`src/hw/rtl/fpfa_pkg.sv`:
```
package fpfa_pkg;

    // Table geometry.
    localparam int SLOTS       = 64;
    localparam int AMOUNT_BITS = 16;
    localparam int IDX_W       = (SLOTS > 1) ? $clog2(SLOTS) : 1;
    localparam int CNT_W       = $clog2(SLOTS + 1);
    localparam int SUM_W       = AMOUNT_BITS + IDX_W;

    // Port widths fixed by the interface.
    localparam int ACTION_W = 2;
    localparam int SLOT_W   = 6;
    localparam int AMOUNT_W = 16;
    localparam int TOTAL_W  = 22;
    localparam int COUNT_W  = 32;
    localparam int MODE_W   = 2;

    localparam longint TOTAL_MAX = 64'd4194303;

    // Action codes.
    localparam logic [ACTION_W-1:0] ACT_LOAD    = 2'd0;
    localparam logic [ACTION_W-1:0] ACT_ALLOC   = 2'd1;
    localparam logic [ACTION_W-1:0] ACT_RELEASE = 2'd2;

    // Placement policies.
    localparam logic [MODE_W-1:0] FIT_FIRST = 2'd0;
    localparam logic [MODE_W-1:0] FIT_NEXT  = 2'd1;
    localparam logic [MODE_W-1:0] FIT_BEST  = 2'd2;
    localparam logic [MODE_W-1:0] FIT_WORST = 2'd3;

    typedef logic [AMOUNT_BITS-1:0] amt_t;
    typedef logic [IDX_W-1:0]       idx_t;

    // One partition entry as stored in the table memory.
    typedef struct packed {
        amt_t used;
        amt_t free;
    } entry_t;

    typedef enum logic [3:0] {
        ST_IDLE  = 4'b0001,
        ST_RMW   = 4'b0010,
        ST_SCAN  = 4'b0100,
        ST_ALLOC = 4'b1000
    } state_t;

    // Circular increment over the partition indexes.
    function automatic idx_t next_idx(input idx_t i);
        idx_t r;
        if (32'(i) == SLOTS - 1) begin
            r = '0;
        end else begin
            r = i + idx_t'(1);
        end
        return r;
    endfunction

endpackage

```
`src/hw/rtl/fixed_partition_fit_allocator_core.sv`:
```
// Channel     | Ports                                                    | Handshake
// ------------+----------------------------------------------------------+-----------------------
// command     | action, slot, amount                                     | start & !busy
// result      | status, granted_slot, total_free, request_count,         | done, one cycle
//             | denied_count                                             |
// config      | cfg_wdata (fit_mode)                                     | cfg_we
//
// A load or release word reads its entry at the accepting edge and writes it back in the
// next cycle; its result strobe is registered at the write-back.
// An allocate word has the single read port walk every partition once, one entry per cycle,
// and the write-back follows.
// Per-entry valid bits make the table read as zero after reset, so no clearing pass is needed.
// The receiver cannot stall; busy drops while the strobe is shown, so a new word may follow.
module fixed_partition_fit_allocator_core (
    input  logic                            clk,
    input  logic                            rst_n,
    input  logic                            start,
    output logic                            busy,
    input  logic [fpfa_pkg::ACTION_W-1:0]   action,
    input  logic [fpfa_pkg::SLOT_W-1:0]     slot,
    input  logic [fpfa_pkg::AMOUNT_W-1:0]   amount,
    input  logic                            cfg_we,
    input  logic [fpfa_pkg::MODE_W-1:0]     cfg_wdata,
    output logic                            done,
    output logic                            status,
    output logic [fpfa_pkg::SLOT_W-1:0]     granted_slot,
    output logic [fpfa_pkg::TOTAL_W-1:0]    total_free,
    output logic [fpfa_pkg::COUNT_W-1:0]    request_count,
    output logic [fpfa_pkg::COUNT_W-1:0]    denied_count
);

    // Partition table. Each entry holds the free and used size of one partition.
    fpfa_pkg::entry_t mem [fpfa_pkg::SLOTS];
    fpfa_pkg::entry_t rdata_reg;
    logic [fpfa_pkg::SLOTS-1:0] vld_reg;
    logic                       vdat_reg;

    logic                       mem_we;
    fpfa_pkg::idx_t             waddr;
    fpfa_pkg::entry_t           wdata;
    fpfa_pkg::idx_t             raddr;

    fpfa_pkg::state_t           state_reg, state_next;
    logic [fpfa_pkg::MODE_W-1:0] mode_reg;

    // Latched command word.
    logic [fpfa_pkg::ACTION_W-1:0] act_reg, act_next;
    logic [fpfa_pkg::SLOT_W-1:0]   slot_reg, slot_next;
    fpfa_pkg::idx_t                idx_reg, idx_next;
    logic                          inrange_reg, inrange_next;
    fpfa_pkg::amt_t                amt_reg, amt_next;

    // Scan bookkeeping: the issue side runs one entry ahead of the data side.
    fpfa_pkg::idx_t                iss_idx_reg, iss_idx_next;
    logic [fpfa_pkg::CNT_W-1:0]    iss_cnt_reg, iss_cnt_next;
    fpfa_pkg::idx_t                dat_idx_reg, dat_idx_next;

    // Current candidate of the search.
    logic                          found_reg, found_next;
    fpfa_pkg::idx_t                best_idx_reg, best_idx_next;
    fpfa_pkg::amt_t                best_free_reg, best_free_next;

    fpfa_pkg::idx_t                rover_reg, rover_next;
    logic [fpfa_pkg::SUM_W-1:0]    sum_reg, sum_next;
    logic [fpfa_pkg::COUNT_W-1:0]  req_reg, req_next;
    logic [fpfa_pkg::COUNT_W-1:0]  den_reg, den_next;

    logic                          done_reg, done_next;
    logic                          status_reg, status_next;
    logic [fpfa_pkg::SLOT_W-1:0]   gslot_reg, gslot_next;

    logic                          accept;
    logic [31:0]                   slot_wide;
    fpfa_pkg::idx_t                slot_idx;
    fpfa_pkg::entry_t              cur;
    logic                          elig;
    logic                          take;
    logic [fpfa_pkg::AMOUNT_BITS:0] rel_sum;
    fpfa_pkg::amt_t                new_free;
    logic [63:0]                   sum_wide;

    assign accept    = start && !busy;
    assign busy      = (state_reg != fpfa_pkg::ST_IDLE);
    assign slot_wide = 32'(slot);
    assign slot_idx  = slot_wide[fpfa_pkg::IDX_W-1:0];

    // An entry that was never written reads as zero.
    assign cur = vdat_reg ? rdata_reg : '0;

    assign elig = (cur.used == '0) && (cur.free >= amt_reg);

    // Whether the entry now on the read port replaces the current candidate.
    always_comb
    begin
        case (mode_reg)
            fpfa_pkg::FIT_FIRST: take = elig && !found_reg;
            fpfa_pkg::FIT_NEXT:  take = elig && !found_reg;
            fpfa_pkg::FIT_BEST:  take = elig && (!found_reg || cur.free < best_free_reg);
            fpfa_pkg::FIT_WORST: take = elig && (!found_reg || cur.free >= best_free_reg);
            default:             take = 1'b0;
        endcase
    end

    // Release folds the used size back into the free size, saturating.
    assign rel_sum = {1'b0, cur.free} + {1'b0, cur.used};

    always_comb
    begin
        state_next     = state_reg;
        act_next       = act_reg;
        slot_next      = slot_reg;
        idx_next       = idx_reg;
        inrange_next   = inrange_reg;
        amt_next       = amt_reg;
        iss_idx_next   = iss_idx_reg;
        iss_cnt_next   = iss_cnt_reg;
        dat_idx_next   = dat_idx_reg;
        found_next     = found_reg;
        best_idx_next  = best_idx_reg;
        best_free_next = best_free_reg;
        rover_next     = rover_reg;
        sum_next       = sum_reg;
        req_next       = req_reg;
        den_next       = den_reg;
        done_next      = 1'b0;
        status_next    = status_reg;
        gslot_next     = gslot_reg;
        mem_we         = 1'b0;
        waddr          = idx_reg;
        wdata          = '0;
        raddr          = iss_idx_reg;
        new_free       = '0;

        case (state_reg)
            fpfa_pkg::ST_IDLE:
            begin
                if (action == fpfa_pkg::ACT_ALLOC)
                begin
                    raddr = (mode_reg == fpfa_pkg::FIT_NEXT) ? rover_reg : '0;
                end
                else
                begin
                    raddr = slot_idx;
                end
                if (accept)
                begin
                    act_next     = action;
                    slot_next    = slot;
                    idx_next     = slot_idx;
                    inrange_next = (slot_wide < 32'(fpfa_pkg::SLOTS));
                    amt_next     = fpfa_pkg::amt_t'(amount);
                    found_next   = 1'b0;
                    dat_idx_next = raddr;
                    iss_idx_next = fpfa_pkg::next_idx(raddr);
                    iss_cnt_next = fpfa_pkg::CNT_W'(1);
                    if (action == fpfa_pkg::ACT_ALLOC)
                    begin
                        state_next = fpfa_pkg::ST_SCAN;
                    end
                    else
                    begin
                        state_next = fpfa_pkg::ST_RMW;
                    end
                end
            end

            fpfa_pkg::ST_RMW:
            begin
                if (act_reg == fpfa_pkg::ACT_LOAD)
                begin
                    new_free = amt_reg;
                end
                else
                begin
                    new_free = rel_sum[fpfa_pkg::AMOUNT_BITS] ? '1
                             : rel_sum[fpfa_pkg::AMOUNT_BITS-1:0];
                end
                if (inrange_reg && (act_reg == fpfa_pkg::ACT_LOAD
                                    || act_reg == fpfa_pkg::ACT_RELEASE))
                begin
                    mem_we     = 1'b1;
                    waddr      = idx_reg;
                    wdata.free = new_free;
                    wdata.used = '0;
                    sum_next   = sum_reg - fpfa_pkg::SUM_W'(cur.free)
                               + fpfa_pkg::SUM_W'(new_free);
                end
                status_next = 1'b0;
                gslot_next  = slot_reg;
                done_next   = 1'b1;
                state_next  = fpfa_pkg::ST_IDLE;
            end

            fpfa_pkg::ST_SCAN:
            begin
                if (take)
                begin
                    found_next     = 1'b1;
                    best_idx_next  = dat_idx_reg;
                    best_free_next = cur.free;
                end
                if (iss_cnt_reg == fpfa_pkg::CNT_W'(fpfa_pkg::SLOTS))
                begin
                    state_next = fpfa_pkg::ST_ALLOC;
                end
                else
                begin
                    raddr        = iss_idx_reg;
                    dat_idx_next = iss_idx_reg;
                    iss_idx_next = fpfa_pkg::next_idx(iss_idx_reg);
                    iss_cnt_next = iss_cnt_reg + fpfa_pkg::CNT_W'(1);
                end
            end

            fpfa_pkg::ST_ALLOC:
            begin
                if (req_reg != '1)
                begin
                    req_next = req_reg + fpfa_pkg::COUNT_W'(1);
                end
                if (found_reg)
                begin
                    mem_we      = 1'b1;
                    waddr       = best_idx_reg;
                    wdata.free  = best_free_reg - amt_reg;
                    wdata.used  = amt_reg;
                    sum_next    = sum_reg - fpfa_pkg::SUM_W'(amt_reg);
                    status_next = 1'b0;
                    gslot_next  = fpfa_pkg::SLOT_W'(best_idx_reg);
                    if (mode_reg == fpfa_pkg::FIT_NEXT)
                    begin
                        rover_next = fpfa_pkg::next_idx(best_idx_reg);
                    end
                end
                else
                begin
                    if (den_reg != '1)
                    begin
                        den_next = den_reg + fpfa_pkg::COUNT_W'(1);
                    end
                    status_next = 1'b1;
                    gslot_next  = '0;
                end
                done_next  = 1'b1;
                state_next = fpfa_pkg::ST_IDLE;
            end

            default:
            begin
                state_next = fpfa_pkg::ST_IDLE;
            end
        endcase
    end

    // Table memory: one write and one registered read per cycle.
    always_ff @(posedge clk)
    begin
        if (mem_we)
        begin
            mem[waddr] <= wdata;
        end
        rdata_reg <= mem[raddr];
    end

    always_ff @(posedge clk or negedge rst_n)
    begin
        if (!rst_n)
        begin
            vld_reg       <= '0;
            vdat_reg      <= 1'b0;
            state_reg     <= fpfa_pkg::ST_IDLE;
            mode_reg      <= fpfa_pkg::FIT_FIRST;
            act_reg       <= '0;
            slot_reg      <= '0;
            idx_reg       <= '0;
            inrange_reg   <= 1'b0;
            amt_reg       <= '0;
            iss_idx_reg   <= '0;
            iss_cnt_reg   <= '0;
            dat_idx_reg   <= '0;
            found_reg     <= 1'b0;
            best_idx_reg  <= '0;
            best_free_reg <= '0;
            rover_reg     <= '0;
            sum_reg       <= '0;
            req_reg       <= '0;
            den_reg       <= '0;
            done_reg      <= 1'b0;
            status_reg    <= 1'b0;
            gslot_reg     <= '0;
        end
        else
        begin
            if (mem_we)
            begin
                vld_reg[waddr] <= 1'b1;
            end
            vdat_reg      <= vld_reg[raddr];
            if (cfg_we)
            begin
                mode_reg <= cfg_wdata;
            end
            state_reg     <= state_next;
            act_reg       <= act_next;
            slot_reg      <= slot_next;
            idx_reg       <= idx_next;
            inrange_reg   <= inrange_next;
            amt_reg       <= amt_next;
            iss_idx_reg   <= iss_idx_next;
            iss_cnt_reg   <= iss_cnt_next;
            dat_idx_reg   <= dat_idx_next;
            found_reg     <= found_next;
            best_idx_reg  <= best_idx_next;
            best_free_reg <= best_free_next;
            rover_reg     <= rover_next;
            sum_reg       <= sum_next;
            req_reg       <= req_next;
            den_reg       <= den_next;
            done_reg      <= done_next;
            status_reg    <= status_next;
            gslot_reg     <= gslot_next;
        end
    end

    // The running sum is exact; the reported total saturates at the port width.
    assign sum_wide = 64'(sum_reg);

    assign done          = done_reg;
    assign status        = status_reg;
    assign granted_slot  = gslot_reg;
    assign total_free    = (sum_wide > 64'(fpfa_pkg::TOTAL_MAX))
                         ? fpfa_pkg::TOTAL_W'(fpfa_pkg::TOTAL_MAX)
                         : sum_wide[fpfa_pkg::TOTAL_W-1:0];
    assign request_count = req_reg;
    assign denied_count  = den_reg;

endmodule
```
`config.mk`:
```
export PLATFORM = sky130hd
export DESIGN_NAME = fixed_partition_fit_allocator_core
export DESIGN_NICKNAME = d
export VERILOG_FILES = /design/src/hw/rtl/fpfa_pkg.sv /design/src/hw/rtl/fixed_partition_fit_allocator_core.sv
export SDC_FILE = /design/constraint.sdc
export NUM_CORES = 2
export LEC_CHECK = 0
export BUFFER_PORTS_ARGS = -buffer_cell sky130_fd_sc_hd__buf_2
export CORE_UTILIZATION = 51
export CTS_CLUSTER_DIAMETER = 150
export DETAILED_ROUTE_END_ITERATION = 7
export PLACE_DENSITY_LB_ADDON = 0.12
export SYNTH_ARGS = -nofsm -noshare
export SYNTH_HDL_FRONTEND = slang
export SYNTH_SLANG_ARGS = --single-unit
export TNS_END_PERCENT = 100
```
`constraint.sdc`:
```
create_clock -name clk -period 6.7 [get_ports clk]
set_input_delay 2.01 -clock clk [delete_from_list [all_inputs] [get_ports clk]]
set_output_delay 2.01 -clock clk [all_outputs]
set_load 0.02 [all_outputs]
```
Word level (Yosys, flattened, before mapping)
Memory sizes are Yosys's and may differ from the RTL's. A register that Yosys moved wholly into a read port is not among the register bits.
Index checks and enable logic that the tools add are counted.
{"block": "classes", "eq_ne": 22, "n_bitwise": 2, "n_lt_le_gt_ge": 8, "addsub": 11, "muxes": 51, "n_reduce_logical": 28}
{"cell": "$mux W6", "count": 14}
{"cell": "$mux W22", "count": 3}
{"cell": "$add A32 B1 Y32 const B", "count": 2}
{"cell": "$mux W16", "count": 4}
{"cell": "$mux W32", "count": 2}
{"cell": "$ne A32 B32 Y1 const B", "count": 2}
{"cell": "$or A64 B64 Y64", "count": 1}
{"cell": "$pmux W32 S2", "count": 1}
{"cell": "$pmux W22 S2", "count": 1}
{"cell": "$sub A22 B16 Y22", "count": 2}
{"cell": "$pmux W6 S2", "count": 3}
{"cell": "$ge A16 B16 Y1", "count": 2}
{"cell": "$add A22 B16 Y22", "count": 1}
{"cell": "$gt A22 B22 Y1 const B", "count": 1}
{"cell": "$lt A6 B7 Y1 const B", "count": 3}
{"cell": "$add A6 B1 Y6 const B", "count": 3}
{"cell": "$eq A6 B6 Y1 const B", "count": 3}
{"cell": "$add A16 B16 Y17", "count": 1}
{"cell": "$logic_not A16 Y1", "count": 1}
{"cell": "$lt A16 B16 Y1", "count": 1}
{"cell": "$sub A16 B16 Y16", "count": 1}
{"cell": "$reduce_and A3 Y1", "count": 5}
{"cell": "$mux W7", "count": 2}
{"cell": "$pmux W7 S2", "count": 1}
{"cell": "27 further kinds", "count": 62}
{"block": "totals", "wordCells": 144, "ram_bits": 2048, "ff_bits": 238, "mem_count": 1, "in_bits": 30}
{"name": "mem", "depth": 64, "width": 32, "read_ports": 1, "rd_clocked_by_memory_dff": 1, "write_ports": 1, "line_no": "fixed_partition_fit_allocator_core.sv:33", "text": "fpfa_pkg::entry_t mem [fpfa_pkg::SLOTS];"}

Logic depth before layout (Yosys ltp)
{"block": "depth", "ltp_word": 8, "depth_mapped": 27}

Worst setup path before layout
Ideal clock, no wire load.
{"block": "synth_path", "kind": "reg2reg", "startpoint": "register vdat_reg", "endpoint": "memory mem[0][10] in the netlist's numbering, data pin", "t_required_ns": 5.972, "t_arrival_ns": 4.804, "path_stages_with_launch": 17, "setup_slack_ns": 1.167, "setup_ns": 0.728, "path_cell_list": "dfrtp_1 clkbuf_1 clkbuf_1 clkbuf_1 nand2_1 inv_1 ha_1 ha_1 a21o_1 o221a_1 o31a_1 o21ai_1 a31oi_1 a31o_2 clkbuf_1 o22ai_1 o32ai_1"}
{"item": "start: declaration", "line_no": "fixed_partition_fit_allocator_core.sv:36", "text": "logic vdat_reg;"}
{"item": "start signal: assignment", "line_no": "fixed_partition_fit_allocator_core.sv:298", "text": "vdat_reg <= vld_reg[raddr];"}
{"item": "end: declaration", "line_no": "fixed_partition_fit_allocator_core.sv:33"}

==> results_dict.tcl <==
set metrics [dict create \
    status "finished clean" \
    clock_latency_ns 0.89 \
    rows 159 \
    grt_max_degree 135 \
    synth_cell_type_count 92 \
    die_width_um 436.5 \
    path_clk_slew_ns 0.06 \
    largest_reg_flops 2048 \
    antenna_found_initial 13 \
    worstSetupPathType "reg2reg" \
    cts_tree "yes" \
    synth_seq_cells 2318 \
    min_from "vld_reg[39]" \
    fmax_ghz 0.1609 \
    r2r_setup_slack_ns 0.48 \
    synthCells 6982 \
    worst_slew_pin_slew_ns 1.362 \
    postCtsSetupRepairBufs 0 \
    critPathLaunch "vdat_reg" \
    setup-violations-final 0 \
    num_vias 62060 \
    tns_ns 0 \
    fill_cells 14650 \
    start_kind "register" \
    ys.flop_type "edfxtp_1" \
    totalPowerFinal_mw 43.12 \
    vdd_drop_max_mv 0.3551 \
    numPortBuffers 124 \
    cts_resized 0 \
    area_growth_syn_to_layout_pct 13.57 \
    dp_hpwl_um 183500 \
    maxCapViolations 0 \
    critPathCaptureType "register" \
    nNetsFinal 7399 \
    cts-root-buf "clkbuf_16" \
    post-route-util_pct 58.29 \
    wl_per_cell_um 29.78 \
    layout_min_cycle_time_ns 6.217 \
    gr-total-overflow 0 \
    r2r_cells 23 \
    die_h_um 436.5 \
    start_util_pct 51.32 \
    syn_avg_cell_area_um2 13.79 \
    synth_area_leaders "edfxtp_1, dfrtp_1, nand2_1, mux2i_1, a21oi_1" \
    cp-endpoint "sum_reg[21]" \
    syn_area_um2 96290 \
    holdWs_ns 0.4620 \
    grt_usage_pct 30.82 \
    via_per_inst 6.237 \
    synth_top_area_share_pct 63.87 \
    cts.sinks 2318 \
    post-route-period-util_pct 92.79 \
    grt_pass1_vias 59030 \
    synth_warnings 0 \
    grt_pass1_wl_um 423700 \
    powerDensity_nw_per_um2 394.4 \
    slew_viol_final 0 \
    fin_area_um2 109400 \
    drt-total-wl_um 296300 \
    ys_seq_area_share_pct 70.72 \
    io_pins 125 \
    place_area_um2 101900 \
    p_leak_nw 41.14 \
    coreArea_um2 187600 \
    die-area_um2 190500 \
    synth_edf_count 2048 \
    drtIter0Drc 7370 \
    clockBufferDepth 3 \
    yosysTopAreaCell "edfxtp_1" \
    timing.rr.start "vdat_reg" \
    timing.rr.end "sum_reg[21]" \
    finClkSkew_ns 0.04722 \
    syn_nets 7134 \
    drive_gt1_share_pct 13.86 \
    crit_required_ns 7.49 \
    htree_levels 4 \
    route.antenna.remaining_nets 0 \
    gp_congestion 0.9352 \
    hold_buffers 0 \
    critPathMaxFanout 17 \
    min_path_type "reg2reg" \
    cts_made_buffers 229 \
    drt_first_pass_iters 8 \
    crit_arrival_ns 7.01 \
    rsz0062_at_grt "no" \
    slew_headroom_pct 8.781 \
    drc 0 \
    finalHoldViolations 0 \
    ys_async_sr_fraction_pct 10.27 \
]
## worst max-delay path, cell delays in order, from the launching register on
cell and delay (ns):
dfrtp_1 0.62, nand2_1 0.25, inv_1 0.20, ha_1 0.21, a21oi_1 0.05, o21ai_0 0.39, o22ai_1 0.25, o31ai_1 0.39
o21ai_0 0.29, or3_1 0.41, a211oi_1 0.39, buf_4 0.20, o21bai_1 0.12, fa_1 0.44, inv_1 0.07, ha_1 0.29
and4_1 0.27, nand3_1 0.09, a221oi_1 0.08, nor3_1 0.33, o22ai_1 0.15, o41a_1 0.33, xor2_1 0.15, o211ai_1 0.16
## synthesized netlist by cell type, types with 101 or more instances
cell type,number
o22ai_1,183
dfrtp_1,237
a21oi_1,524
nand2_1,1256
clkbuf_1,181
mux2i_1,456
buf_2,129
nand3_1,264
nor2_1,197
o21ai_0,132
ha_1,108
nor4_1,116
inv_1,101
edfxtp_1,2048
## per-stage QoR
| stage | setup slack [ns] | std cells |
|---|---|---|
| global route | 0.1089 | 9944 |
| global placement | 0.4326 | 9510 |
| floorplan | 1.167 | 6982 |
| detailed placement | 0.4872 | 9511 |
| finish | 0.4830 | 9950 |
| CTS | 0.6103 | 9943 |
## area by class of cell
cell class	count	area [um2]	area share, %
flip-flops and latches	2318	68100	62.27
multi-input cells	4153	26710	24.42
clock buffers	318	6330	5.788
repair buffers	443	3542	3.239
well taps	2495	3122	2.855
clock inverters	114	1155	1.056
inverters	102	382.9	0.3501
diodes	7	17.52	0.01602
## metal layers
metal | global-route usage (%) | wire, um
met1 | 44.34 | 121700
met2 | 45.87 | 131200
met3 | 7.000 | 32090
met4 | 11.44 | 11290
met5 | 0 | 47
## worst min-delay path by stage
stage,end,slack (ns),depth (start not counted)
floorplan,vld_reg[13],0.43,1
global placement,vld_reg[39],0.45,1
detailed placement,vld_reg[39],0.45,1
CTS,vld_reg[39],0.46,1
global route,vld_reg[39],0.47,1
finish,vld_reg[39],0.46,1
## cell families after synthesis
family | after synthesis | share of synthesized area, %
flops | 2318 | 70.72
simple gates | 2127 | 9.739
xor+xnor | 128 | 1.164
buf+inv | 511 | 2.561
fa+ha+maj | 124 | 1.715
compound gates | 1248 | 8.093
mux | 526 | 6.004
## placed cells by master, fill, tap and decap left out, types with 67 or more instances in the layout
cell       Yosys  routed
dfrtp_1      237     237
edfxtp_1    2048    2048
nor2_1       197     115
xnor2_1       79      79
a21oi_1      524     522
mux2i_1      456     456
o22ai_1      183     174
inv_1        101     101
o21ai_0      132     130
nor2_4         0      82
buf_2        129     123
clkbuf_1     181      67
clkbuf_16      0     233
nor4_1       116     116
ha_1         108     108
nand3_1      264     264
nand2_1     1256    1255
buf_4         49     277
## power by group
| group | switching, mW | total, mW | internal, mW |
|---|---|---|---|
| Sequential | 0.588 | 16.6 | 16.0 |
| Clock | 5.55 | 12.8 | 7.29 |
| Combinational | 9.08 | 13.7 | 4.62 |
Note: power is estimated with default switching activity, not from simulation.
